## src/rtl/mbht_pkg.sv

```systemverilog
// mbht_pkg: shared types and constants of the bonded host table
// entry layout, command codes, transport codes and cell control struct
// no dependencies
`timescale 1ns / 1ps
`default_nettype none

package mbht_pkg;

	localparam int DEF_TABLE_DEPTH = 8;
	localparam int ADDR_W          = 48;
	localparam int FLAG_W          = 16;
	localparam int TOTAL_W         = 4;

	typedef enum logic [2:0] {
		CMD_SET_KEY     = 3'd0,
		CMD_SET_FLAGS   = 3'd1,
		CMD_GET_FLAGS   = 3'd2,
		CMD_REMOVE_ACT  = 3'd3,
		CMD_REMOVE_ADDR = 3'd4,
		CMD_REMOVE_ALL  = 3'd5,
		CMD_QUERY       = 3'd6
	} cmd_code_t;

	localparam logic [1:0] TR_NONE  = 2'd0;
	localparam logic [1:0] TR_BREDR = 2'd1;
	localparam logic [1:0] TR_LE    = 2'd2;

	typedef struct packed {
		logic [ADDR_W-1:0] addr;
		logic [1:0]        tr;
		logic [1:0]        at;
		logic [FLAG_W-1:0] nf;
		logic [FLAG_W-1:0] inf;
	} ent_t;

	// broadcast to every cell in the update cycle
	typedef struct packed {
		logic en;
		logic act;
		logic hit;
		logic full;
		logic drop_top;
		logic drop_hit;
		logic clear_all;
	} cell_ctl_t;

endpackage

`default_nettype wire

```

## src/rtl/mbht_cmd_if.sv

```systemverilog
// mbht_cmd_if: command channel of the bonded host table
// valid/ready handshake with the command payload, widths from mbht_pkg
`timescale 1ns / 1ps
`default_nettype none

interface mbht_cmd_if;
	import mbht_pkg::*;

	logic              valid;
	logic              ready;
	logic [2:0]        command;
	logic [ADDR_W-1:0] peer_address;
	logic              has_key;
	logic [1:0]        link_transport;
	logic [1:0]        peer_addr_type;
	logic [FLAG_W-1:0] notify_flags_in;
	logic [FLAG_W-1:0] indicate_flags_in;

	modport source (
		output valid, command, peer_address, has_key, link_transport, peer_addr_type,
		output notify_flags_in, indicate_flags_in,
		input  ready
	);

	modport sink (
		input  valid, command, peer_address, has_key, link_transport, peer_addr_type,
		input  notify_flags_in, indicate_flags_in,
		output ready
	);

endinterface

`default_nettype wire

```

## src/rtl/mbht_rsp_if.sv

```systemverilog
// mbht_rsp_if: result channel of the bonded host table
// valid/ready handshake with the result payload, widths from mbht_pkg
`timescale 1ns / 1ps
`default_nettype none

interface mbht_rsp_if;
	import mbht_pkg::*;

	logic               valid;
	logic               ready;
	logic               was_present;
	logic               top_changed;
	logic               op_ok;
	logic [FLAG_W-1:0]  notify_flags_out;
	logic [FLAG_W-1:0]  indicate_flags_out;
	logic [TOTAL_W-1:0] entry_total;
	logic [ADDR_W-1:0]  active_address;
	logic [1:0]         active_transport;
	logic [1:0]         active_addr_type;

	modport source (
		output valid, was_present, top_changed, op_ok, notify_flags_out,
		output indicate_flags_out, entry_total, active_address, active_transport,
		output active_addr_type,
		input  ready
	);

	modport sink (
		input  valid, was_present, top_changed, op_ok, notify_flags_out,
		input  indicate_flags_out, entry_total, active_address, active_transport,
		input  active_addr_type,
		output ready
	);

endinterface

`default_nettype wire

```

## src/rtl/mbht_cell.sv

```systemverilog
// mbht_cell: one slot of the move-to-front chain
// holds an entry and its valid bit, compares the address, shifts up or down
// depends on mbht_pkg
`timescale 1ns / 1ps
`default_nettype none

module mbht_cell #(
	parameter int IDX = 0
) (
	input  wire                          clk,
	input  wire                          arst_n,
	input  wire                          cmp_load,
	input  wire [mbht_pkg::ADDR_W-1:0]   cmp_addr,
	input  mbht_pkg::cell_ctl_t          ctl,
	input  mbht_pkg::ent_t               head,
	input  mbht_pkg::ent_t               up_ent,
	input  wire                          up_vld,
	input  mbht_pkg::ent_t               dn_ent,
	input  wire                          dn_vld,
	input  wire                          seen_in,
	output logic                         seen_out,
	input  wire                          found_in,
	output logic                         found_out,
	input  mbht_pkg::ent_t               sel_in,
	output mbht_pkg::ent_t               sel_out,
	output mbht_pkg::ent_t               ent,
	output logic                         vld,
	output logic                         match,
	output mbht_pkg::ent_t               ent_nxt,
	output logic                         vld_nxt
);
	import mbht_pkg::*;

	ent_t ent_q;
	logic vld_q;
	logic match_q;

	// seen runs from the top down, found and the selected entry run upwards
	assign seen_out  = seen_in | match_q;
	assign found_out = found_in | match_q;
	assign sel_out   = ent_t'(sel_in | (match_q ? ent_q : ent_t'('0)));

	always_comb begin
		ent_nxt = ent_q;
		vld_nxt = vld_q;
		if (ctl.en) begin
			if (ctl.clear_all) begin
				ent_nxt = '0;
				vld_nxt = 1'b0;
			end else if (ctl.act) begin
				if (IDX == 0) begin
					ent_nxt = head;
					vld_nxt = 1'b1;
				end else if ((ctl.hit && (match_q || found_in)) || (!ctl.hit && !ctl.full)) begin
					ent_nxt = up_ent;
					vld_nxt = up_vld;
				end
			end else if (ctl.drop_top || (ctl.drop_hit && (seen_in || match_q))) begin
				ent_nxt = dn_ent;
				vld_nxt = dn_vld;
			end
		end
	end

	always_ff @(posedge clk or negedge arst_n) begin
		if (!arst_n) begin
			vld_q   <= 1'b0;
			match_q <= 1'b0;
		end else begin
			vld_q <= vld_nxt;
			if (cmp_load) begin
				match_q <= vld_q && (ent_q.addr == cmp_addr);
			end
		end
	end

	always_ff @(posedge clk) begin
		ent_q <= ent_nxt;
	end

	assign ent   = ent_q;
	assign vld   = vld_q;
	assign match = match_q;

endmodule

`default_nettype wire

```

## src/rtl/mru_bonded_host_table_top.sv

```systemverilog
// Most-recently-used table of bonded peers built as a chain of TABLE_DEPTH cells.
// Each command is handled in a compare step and an update step: when it is accepted every cell compares
// its stored address with the command address and registers the match; then, once
// the output register is free, the chain shifts (move to front, insert, close a gap)
// and the result is loaded into the output register. The next command is accepted
// once that update is done, so a new command cannot enter while one is in the
// update step; a result left waiting holds back the update of the next command.
// depends on mbht_pkg, mbht_cmd_if, mbht_rsp_if, mbht_cell
`timescale 1ns / 1ps
`default_nettype none

module mru_bonded_host_table_top #(
	parameter int TABLE_DEPTH = mbht_pkg::DEF_TABLE_DEPTH
) (
	input  wire        clk,
	input  wire        arst_n,
	mbht_cmd_if.sink   cmd,
	mbht_rsp_if.source rsp
);
	import mbht_pkg::*;

	localparam int CW = $clog2(TABLE_DEPTH + 1);

	// command held for the update cycle
	logic              s1_valid_q;
	logic [2:0]        cmd_s1;
	logic [ADDR_W-1:0] addr_s1;
	logic              has_key_s1;
	logic [1:0]        tr_s1;
	logic [1:0]        at_s1;
	logic [FLAG_W-1:0] nf_s1;
	logic [FLAG_W-1:0] inf_s1;

	logic [CW-1:0] count_q;
	logic [CW-1:0] count_nxt;

	logic               out_valid_q;
	logic               was_present_q;
	logic               top_changed_q;
	logic               op_ok_q;
	logic [FLAG_W-1:0]  nf_out_q;
	logic [FLAG_W-1:0]  inf_out_q;
	logic [TOTAL_W-1:0] total_q;
	logic [ADDR_W-1:0]  act_addr_q;
	logic [1:0]         act_tr_q;
	logic [1:0]         act_at_q;

	logic accept;
	logic fire;
	logic hit;
	logic full;
	logic ok;
	logic [FLAG_W-1:0] nf_out;
	logic [FLAG_W-1:0] inf_out;

	cell_ctl_t ctl;
	ent_t      head;
	ent_t      top_nxt;
	logic      top_vld_nxt;

	ent_t ent_pad [0:TABLE_DEPTH+1];
	logic vld_pad [0:TABLE_DEPTH+1];
	ent_t ent_nxt_w [0:TABLE_DEPTH-1];
	logic vld_nxt_w [0:TABLE_DEPTH-1];
	logic seen_w  [0:TABLE_DEPTH];
	logic found_w [0:TABLE_DEPTH];
	ent_t sel_w   [0:TABLE_DEPTH];
	logic [TABLE_DEPTH-1:0] match_vec;
	logic [TABLE_DEPTH-1:0] vld_vec;

	assign accept    = cmd.valid && cmd.ready;
	assign cmd.ready = !s1_valid_q;
	assign fire      = s1_valid_q && (!out_valid_q || rsp.ready);

	assign ent_pad[0]               = '0;
	assign vld_pad[0]               = 1'b0;
	assign ent_pad[TABLE_DEPTH + 1] = '0;
	assign vld_pad[TABLE_DEPTH + 1] = 1'b0;
	assign seen_w[0]                = 1'b0;
	assign found_w[TABLE_DEPTH]     = 1'b0;
	assign sel_w[TABLE_DEPTH]       = '0;

	for (genvar i = 0; i < TABLE_DEPTH; i++) begin : g_cell
		mbht_cell #(
			.IDX (i)
		) u_cell (
			.clk       (clk),
			.arst_n    (arst_n),
			.cmp_load  (accept),
			.cmp_addr  (cmd.peer_address),
			.ctl       (ctl),
			.head      (head),
			.up_ent    (ent_pad[i]),
			.up_vld    (vld_pad[i]),
			.dn_ent    (ent_pad[i + 2]),
			.dn_vld    (vld_pad[i + 2]),
			.seen_in   (seen_w[i]),
			.seen_out  (seen_w[i + 1]),
			.found_in  (found_w[i + 1]),
			.found_out (found_w[i]),
			.sel_in    (sel_w[i + 1]),
			.sel_out   (sel_w[i]),
			.ent       (ent_pad[i + 1]),
			.vld       (vld_pad[i + 1]),
			.match     (match_vec[i]),
			.ent_nxt   (ent_nxt_w[i]),
			.vld_nxt   (vld_nxt_w[i])
		);
		assign vld_vec[i] = vld_pad[i + 1];
	end

	assign hit         = found_w[0];
	assign full        = (count_q == CW'(TABLE_DEPTH));
	assign top_nxt     = ent_nxt_w[0];
	assign top_vld_nxt = vld_nxt_w[0];

	// new top entry for the activating commands
	always_comb begin
		head = sel_w[0];
		if (!hit) begin
			head      = '0;
			head.addr = addr_s1;
			head.tr   = TR_LE;
		end
		case (cmd_code_t'(cmd_s1))
			CMD_SET_KEY: begin
				if (has_key_s1) begin
					head.tr = (tr_s1 == TR_BREDR) ? TR_BREDR : TR_LE;
					head.at = at_s1;
				end
			end
			CMD_SET_FLAGS: begin
				if (head.tr == TR_LE) begin
					head.nf  = nf_s1;
					head.inf = inf_s1;
				end
			end
			default: begin
			end
		endcase
	end

	always_comb begin
		ctl           = '0;
		ctl.en        = fire;
		ctl.hit       = hit;
		ctl.full      = full;
		count_nxt     = count_q;
		ok            = 1'b0;
		nf_out        = '0;
		inf_out       = '0;
		case (cmd_code_t'(cmd_s1))
			CMD_SET_KEY, CMD_SET_FLAGS, CMD_GET_FLAGS: begin
				ctl.act = 1'b1;
				if (!hit && !full) begin
					count_nxt = count_q + CW'(1);
				end
				if ((cmd_code_t'(cmd_s1) == CMD_GET_FLAGS) && (head.tr == TR_LE)) begin
					ok      = 1'b1;
					nf_out  = head.nf;
					inf_out = head.inf;
				end
			end
			CMD_REMOVE_ACT: begin
				if (count_q != '0) begin
					ctl.drop_top = 1'b1;
					count_nxt    = count_q - CW'(1);
					ok           = 1'b1;
				end
			end
			CMD_REMOVE_ADDR: begin
				ctl.drop_hit = 1'b1;
				if (hit) begin
					count_nxt = count_q - CW'(1);
					ok        = 1'b1;
				end
			end
			CMD_REMOVE_ALL: begin
				ctl.clear_all = 1'b1;
				count_nxt     = '0;
				ok            = (count_q != '0);
			end
			default: begin
			end
		endcase
	end

	always_ff @(posedge clk or negedge arst_n) begin
		if (!arst_n) begin
			s1_valid_q  <= 1'b0;
			count_q     <= '0;
			out_valid_q <= 1'b0;
		end else begin
			if (accept) begin
				s1_valid_q <= 1'b1;
			end else if (fire) begin
				s1_valid_q <= 1'b0;
			end
			if (fire) begin
				count_q     <= count_nxt;
				out_valid_q <= 1'b1;
			end else if (rsp.ready) begin
				out_valid_q <= 1'b0;
			end
		end
	end

	always_ff @(posedge clk) begin
		if (accept) begin
			cmd_s1     <= cmd.command;
			addr_s1    <= cmd.peer_address;
			has_key_s1 <= cmd.has_key;
			tr_s1      <= cmd.link_transport;
			at_s1      <= cmd.peer_addr_type;
			nf_s1      <= cmd.notify_flags_in;
			inf_s1     <= cmd.indicate_flags_in;
		end
		if (fire) begin
			was_present_q <= hit;
			top_changed_q <= ctl.act && !match_vec[0];
			op_ok_q       <= ok;
			nf_out_q      <= nf_out;
			inf_out_q     <= inf_out;
			total_q       <= TOTAL_W'(count_nxt);
			if (top_vld_nxt) begin
				act_addr_q <= top_nxt.addr;
				act_tr_q   <= top_nxt.tr;
				act_at_q   <= (top_nxt.tr == TR_LE) ? top_nxt.at : 2'd0;
			end else begin
				act_addr_q <= '0;
				act_tr_q   <= TR_NONE;
				act_at_q   <= 2'd0;
			end
		end
	end

	assign rsp.valid              = out_valid_q;
	assign rsp.was_present        = was_present_q;
	assign rsp.top_changed        = top_changed_q;
	assign rsp.op_ok              = op_ok_q;
	assign rsp.notify_flags_out   = nf_out_q;
	assign rsp.indicate_flags_out = inf_out_q;
	assign rsp.entry_total        = total_q;
	assign rsp.active_address     = act_addr_q;
	assign rsp.active_transport   = act_tr_q;
	assign rsp.active_addr_type   = act_at_q;

	a_count_range: assert property (@(posedge clk) disable iff (!arst_n)
		count_q <= CW'(TABLE_DEPTH))
		else $error("entry count beyond table depth");

	a_count_matches_valid: assert property (@(posedge clk) disable iff (!arst_n)
		$countones(vld_vec) == int'(count_q))
		else $error("valid cells disagree with entry count");

	a_single_match: assert property (@(posedge clk) disable iff (!arst_n)
		s1_valid_q |-> $onehot0(match_vec))
		else $error("address stored in more than one cell");

	a_clear_all: assert property (@(posedge clk) disable iff (!arst_n)
		(fire && (cmd_s1 == CMD_REMOVE_ALL)) |=> (count_q == '0) && (vld_vec == '0))
		else $error("table not empty after remove all");

	a_update_frees_input: assert property (@(posedge clk) disable iff (!arst_n)
		fire |=> cmd.ready && rsp.valid)
		else $error("update did not release the command stage");

endmodule

`default_nettype wire

```

## src/flat_wrapper.sv

```systemverilog
// flat-port wrapper written by rule: the top's interface ports become plain ports
module mru_bonded_host_table_top_flat import mbht_pkg::*;
#(
	parameter int TABLE_DEPTH = mbht_pkg::DEF_TABLE_DEPTH
)
  (clk, arst_n, cmd_valid, cmd_command, cmd_peer_address, cmd_has_key, cmd_link_transport, cmd_peer_addr_type, cmd_notify_flags_in, cmd_indicate_flags_in, cmd_ready, rsp_valid, rsp_was_present, rsp_top_changed, rsp_op_ok, rsp_notify_flags_out, rsp_indicate_flags_out, rsp_entry_total, rsp_active_address, rsp_active_transport, rsp_active_addr_type, rsp_ready);
  mbht_cmd_if cmd_i ();
  mbht_rsp_if rsp_i ();
  input  wire clk;
  input  wire arst_n;
  input wire logic [$bits(cmd_i.valid)-1:0] cmd_valid;
  input wire logic [$bits(cmd_i.command)-1:0] cmd_command;
  input wire logic [$bits(cmd_i.peer_address)-1:0] cmd_peer_address;
  input wire logic [$bits(cmd_i.has_key)-1:0] cmd_has_key;
  input wire logic [$bits(cmd_i.link_transport)-1:0] cmd_link_transport;
  input wire logic [$bits(cmd_i.peer_addr_type)-1:0] cmd_peer_addr_type;
  input wire logic [$bits(cmd_i.notify_flags_in)-1:0] cmd_notify_flags_in;
  input wire logic [$bits(cmd_i.indicate_flags_in)-1:0] cmd_indicate_flags_in;
  output wire logic [$bits(cmd_i.ready)-1:0] cmd_ready;
  output wire logic [$bits(rsp_i.valid)-1:0] rsp_valid;
  output wire logic [$bits(rsp_i.was_present)-1:0] rsp_was_present;
  output wire logic [$bits(rsp_i.top_changed)-1:0] rsp_top_changed;
  output wire logic [$bits(rsp_i.op_ok)-1:0] rsp_op_ok;
  output wire logic [$bits(rsp_i.notify_flags_out)-1:0] rsp_notify_flags_out;
  output wire logic [$bits(rsp_i.indicate_flags_out)-1:0] rsp_indicate_flags_out;
  output wire logic [$bits(rsp_i.entry_total)-1:0] rsp_entry_total;
  output wire logic [$bits(rsp_i.active_address)-1:0] rsp_active_address;
  output wire logic [$bits(rsp_i.active_transport)-1:0] rsp_active_transport;
  output wire logic [$bits(rsp_i.active_addr_type)-1:0] rsp_active_addr_type;
  input wire logic [$bits(rsp_i.ready)-1:0] rsp_ready;
  assign cmd_i.valid = cmd_valid;
  assign cmd_i.command = cmd_command;
  assign cmd_i.peer_address = cmd_peer_address;
  assign cmd_i.has_key = cmd_has_key;
  assign cmd_i.link_transport = cmd_link_transport;
  assign cmd_i.peer_addr_type = cmd_peer_addr_type;
  assign cmd_i.notify_flags_in = cmd_notify_flags_in;
  assign cmd_i.indicate_flags_in = cmd_indicate_flags_in;
  assign cmd_ready = cmd_i.ready;
  assign rsp_valid = rsp_i.valid;
  assign rsp_was_present = rsp_i.was_present;
  assign rsp_top_changed = rsp_i.top_changed;
  assign rsp_op_ok = rsp_i.op_ok;
  assign rsp_notify_flags_out = rsp_i.notify_flags_out;
  assign rsp_indicate_flags_out = rsp_i.indicate_flags_out;
  assign rsp_entry_total = rsp_i.entry_total;
  assign rsp_active_address = rsp_i.active_address;
  assign rsp_active_transport = rsp_i.active_transport;
  assign rsp_active_addr_type = rsp_i.active_addr_type;
  assign rsp_i.ready = rsp_ready;
  mru_bonded_host_table_top #(.TABLE_DEPTH(TABLE_DEPTH)) u_core (.clk(clk), .arst_n(arst_n), .cmd(cmd_i), .rsp(rsp_i));
endmodule
```

## config.mk

```make
export PLATFORM = sky130hd
export DESIGN_NAME = mru_bonded_host_table_top_flat
export DESIGN_NICKNAME = d
export VERILOG_FILES = /design/src/rtl/mbht_pkg.sv /design/src/rtl/mbht_cmd_if.sv /design/src/rtl/mbht_rsp_if.sv /design/src/rtl/mbht_cell.sv /design/src/rtl/mru_bonded_host_table_top.sv /design/src/flat_wrapper.sv
export SDC_FILE = /design/constraint.sdc
export NUM_CORES = 2
export LEC_CHECK = 0
export ABC_AREA = 1
export BUFFER_PORTS_ARGS = -buffer_cell sky130_fd_sc_hd__buf_2
export CORE_MARGIN = 3
export CORE_UTILIZATION = 57
export CTS_CLUSTER_DIAMETER = 100
export DETAILED_ROUTE_END_ITERATION = 6
export GPL_TIMING_DRIVEN = 1
export PLACE_DENSITY = 0.77
export SYNTH_ARGS = -nofsm -noshare
export SYNTH_HDL_FRONTEND = slang
export SYNTH_SLANG_ARGS = --single-unit
```

## constraint.sdc

```tcl
create_clock -name clk -period 5.4 [get_ports clk]
set_input_delay 0.27 -clock clk [delete_from_list [all_inputs] [get_ports clk]]
set_output_delay 0.27 -clock clk [all_outputs]
set_load 0.02 [all_outputs]
```

==> impl_metrics.ini <==
[run_status]
status = complete, but fails checks
violations = design-rule violations

[layout]
fin_cells = 6258
multiInputGateArea_um2 = 17200
regArea_um2 = 25600
syn_to_final_growth_pct = 10.9
finalInstanceArea_um2 = 50900
mostFrequentLayoutCell = nand2_1
layout.nets = 5218
final.fill_count = 6515
layout-drive-gt1-share_pct = 8.41
final_core_util_pct = 64.2
layout_common_cells = nand2_1 (1100), edfxtp_1 (799), o21ai_0 (521), nand3_1 (483), inv_1 (422)

[hold_path]
holdPathStages = 1
holdCritPathClass = primary input to flip-flop
hold_start = cmd_peer_address[15]

[setup_path]
arrival_ns = 4.18
cp.required_ns = 5.72
r2r_cells = 10
path_class = flip-flop to flip-flop
startpoint_type = flip-flop
startpoint = u_core.g_cell[5].u_cell.match
crit_fanout = 44
r2r-start = u_core.g_cell[5].u_cell.match
crit_path_end_kind = flip-flop

[routing]
drc_errors = 4
viasPerCell = 6.43
vias = 40300
drt_first_pass_iters = 7
drtIter0Drc = 6421
wl_per_cell_um = 24.9
ant_nets = 0
wirelength_mm = 156

[floorplanning]
start_util_pct = 57.9
rows = 103
die_height_um = 290
die_area_um2 = 84000
pin_count = 185
die_w_um = 290
core_um2 = 79400

[synth]
synth-seq-area-share_pct = 55.7
synth-async-reset-ratio_pct = 2.52
yosysWarnings = 0
synth_top_cells_by_area = edfxtp_1 (52%), nand2_1 (9.0%), o21ai_0 (5.7%)
syn_area_per_cell_um2 = 9.01
synth_ff_type = edfxtp_1
synthesis.area_um2 = 45900
yosys.area.top_type = edfxtp_1
yosys.area.top_type_share_pct = 52.2
syn_nets = 5191
ys_seq_elements = 873
synth-edff-count = 799
synth_cell_type_count = 38
syn_inst = 5097

[timing]
finClkSkew_ns = 0.0287
setup_tns_ns = 0
drv_slew = 0
worst_slew_pin_slew_ns = 1.34
period_share_pct = 71.4
fin_crit_ns = 3.86
max_freq_mhz = 259
rsz0062_at_grt = no
setup_viol = 0
worst_slack_ns = 1.54
hold_ws_ns = 0.0129
maxSlewHeadroom_pct = 10.9
finalHoldViolCount = 0

[placed_design]
globalplace.congestion = 1.03
portBuffers = 184
dpl.hpwl_mm = 97.2
place_area_um2 = 47200
place_ws_ns = 1.68
dp_cells = 6020

[clock_tree]
cts_max_path_buffers = 3
cts_resized = 0
postCtsSetupBuffers = 0
clock_insertion_delay_worst_skew_ns = 0.67
cts.sinks = 873
cts.root.buffer_cell = clkbuf_16
cts_buffers = 94
cts_htree_levels = 3
cts_tree = yes
clkTransAtPathRegs_ns = 0.06

[global_routing]
antenna_found_initial = 3
grt_pass1_vias = 38300
overflow = 0
use_met2_pct = 55.9
grt_util_met3_pct = 7.51
busiest_layer = met2
met1_usage_pct = 46.6
grt_pass1_wl_mm = 232
grt_max_degree = 275
grtUsageTotal_pct = 35.8

[power_and_ir_drop]
p_leak_nw = 19.5
total_power_mw = 19.9
p_per_area_nw_per_um2 = 391
peakVddDrop_v = 0.000290

[job]
maxCapViolations = 0
==> area by class of cell <==
type                    count  area share, %
repair buffers            298           4.02
flip-flops and latches    873           50.3
diodes                      3         0.0147
inverters                 442           3.32
clock inverters            32          0.737
multi-input cells        3415           33.7
clock buffers             145           5.39
well taps                1050           2.58
==> worst paths after layout <==
path | slack [ns] | end
worst min-delay path | 0.01 | u_core.addr_s1[15]
worst max-delay path | 1.54 | u_core.g_cell[1].u_cell.ent[64]
max in group asynchronous | 4.75 | u_core.g_cell[5].u_cell.match
min in group asynchronous | 0.15 | u_core.rsp.valid
worst min register to register | 0.51 | u_core.g_cell[1].u_cell.vld
worst max register to register | 1.54 | u_core.g_cell[1].u_cell.ent[64]
==> where the power goes <==
group | switching (mW) | internal, mW
sequential | 0.781 | 8.65
combinational | 2.71 | 1.15
clock | 2.81 | 3.80
total | 6.30 | 13.6
==> logic make-up after synthesis <==
logic type	Yosys count	share of synthesized area, %
AOI/OAI and AO/OA	1132	13.3
xor gates and xnor gates	279	5.32
adders and majority gates	2	0.0545
buffers and inverters	809	7.01
DFF	873	55.7
and+or+nand+nor	2002	18.7
==> state kept, by name, summed over array words and instances (netlist names), 2 cells and up <==
signal / count
u_core.addr_s1: 48
u_core.at_s1: 2
u_core.cmd_s1: 3
u_core.count_q: 4
u_core.g_cell.u_cell.ent: 672
u_core.g_cell.u_cell.match: 8
u_core.g_cell.u_cell.vld: 8
u_core.inf_s1: 16
u_core.nf_s1: 16
u_core.rsp.active_addr_type: 2
u_core.rsp.active_address: 48
u_core.rsp.active_transport: 2
u_core.rsp.entry_total: 4
u_core.rsp.indicate_flags_out: 16
u_core.rsp.notify_flags_out: 16
u_core.tr_s1: 2
==> cells in the mapped netlist, drive strengths merged (2+ instances only) <==
cell type	n
edfxtp	799
or2	2
dfrtp	22
inv	440
nor2	233
o21ai	534
o211ai	45
xnor2	208
a22oi	2
o2111ai	29
xor2	71
nor3	41
buf	124
ha	2
dfxtp	52
a21oi	408
clkbuf	243
nand2	1107
a221oi	3
nand3	485
nor4	2
nand4	132
o22ai	109
clkinv	2
==> critical path: stages, from the launching register on <==
cell     delay [ns]
dfrtp_4        0.66
inv_2          0.39
nand3_2        0.19
nor2_4         0.26
nand2_1        0.19
nand2_1        0.13
inv_1          0.10
nand2_1        0.08
o21ai_0        0.17
inv_4          0.80
buf_4          0.46
==> routing by layer <==
metal  wire length (µm)  vias up
met5                 10        -
met4              10700        2
met3              18700      586
met2              70600     2914
met1              56100    19100
li1                   -    17700
==> what timing repair did <==
action | in CTS | in global routing
endpoints found under the hold margin | 80 | 0
hold buffers | 58 | 0
endpoints found under the setup margin | 0 | 0
(Power assumes the default switching activity.)
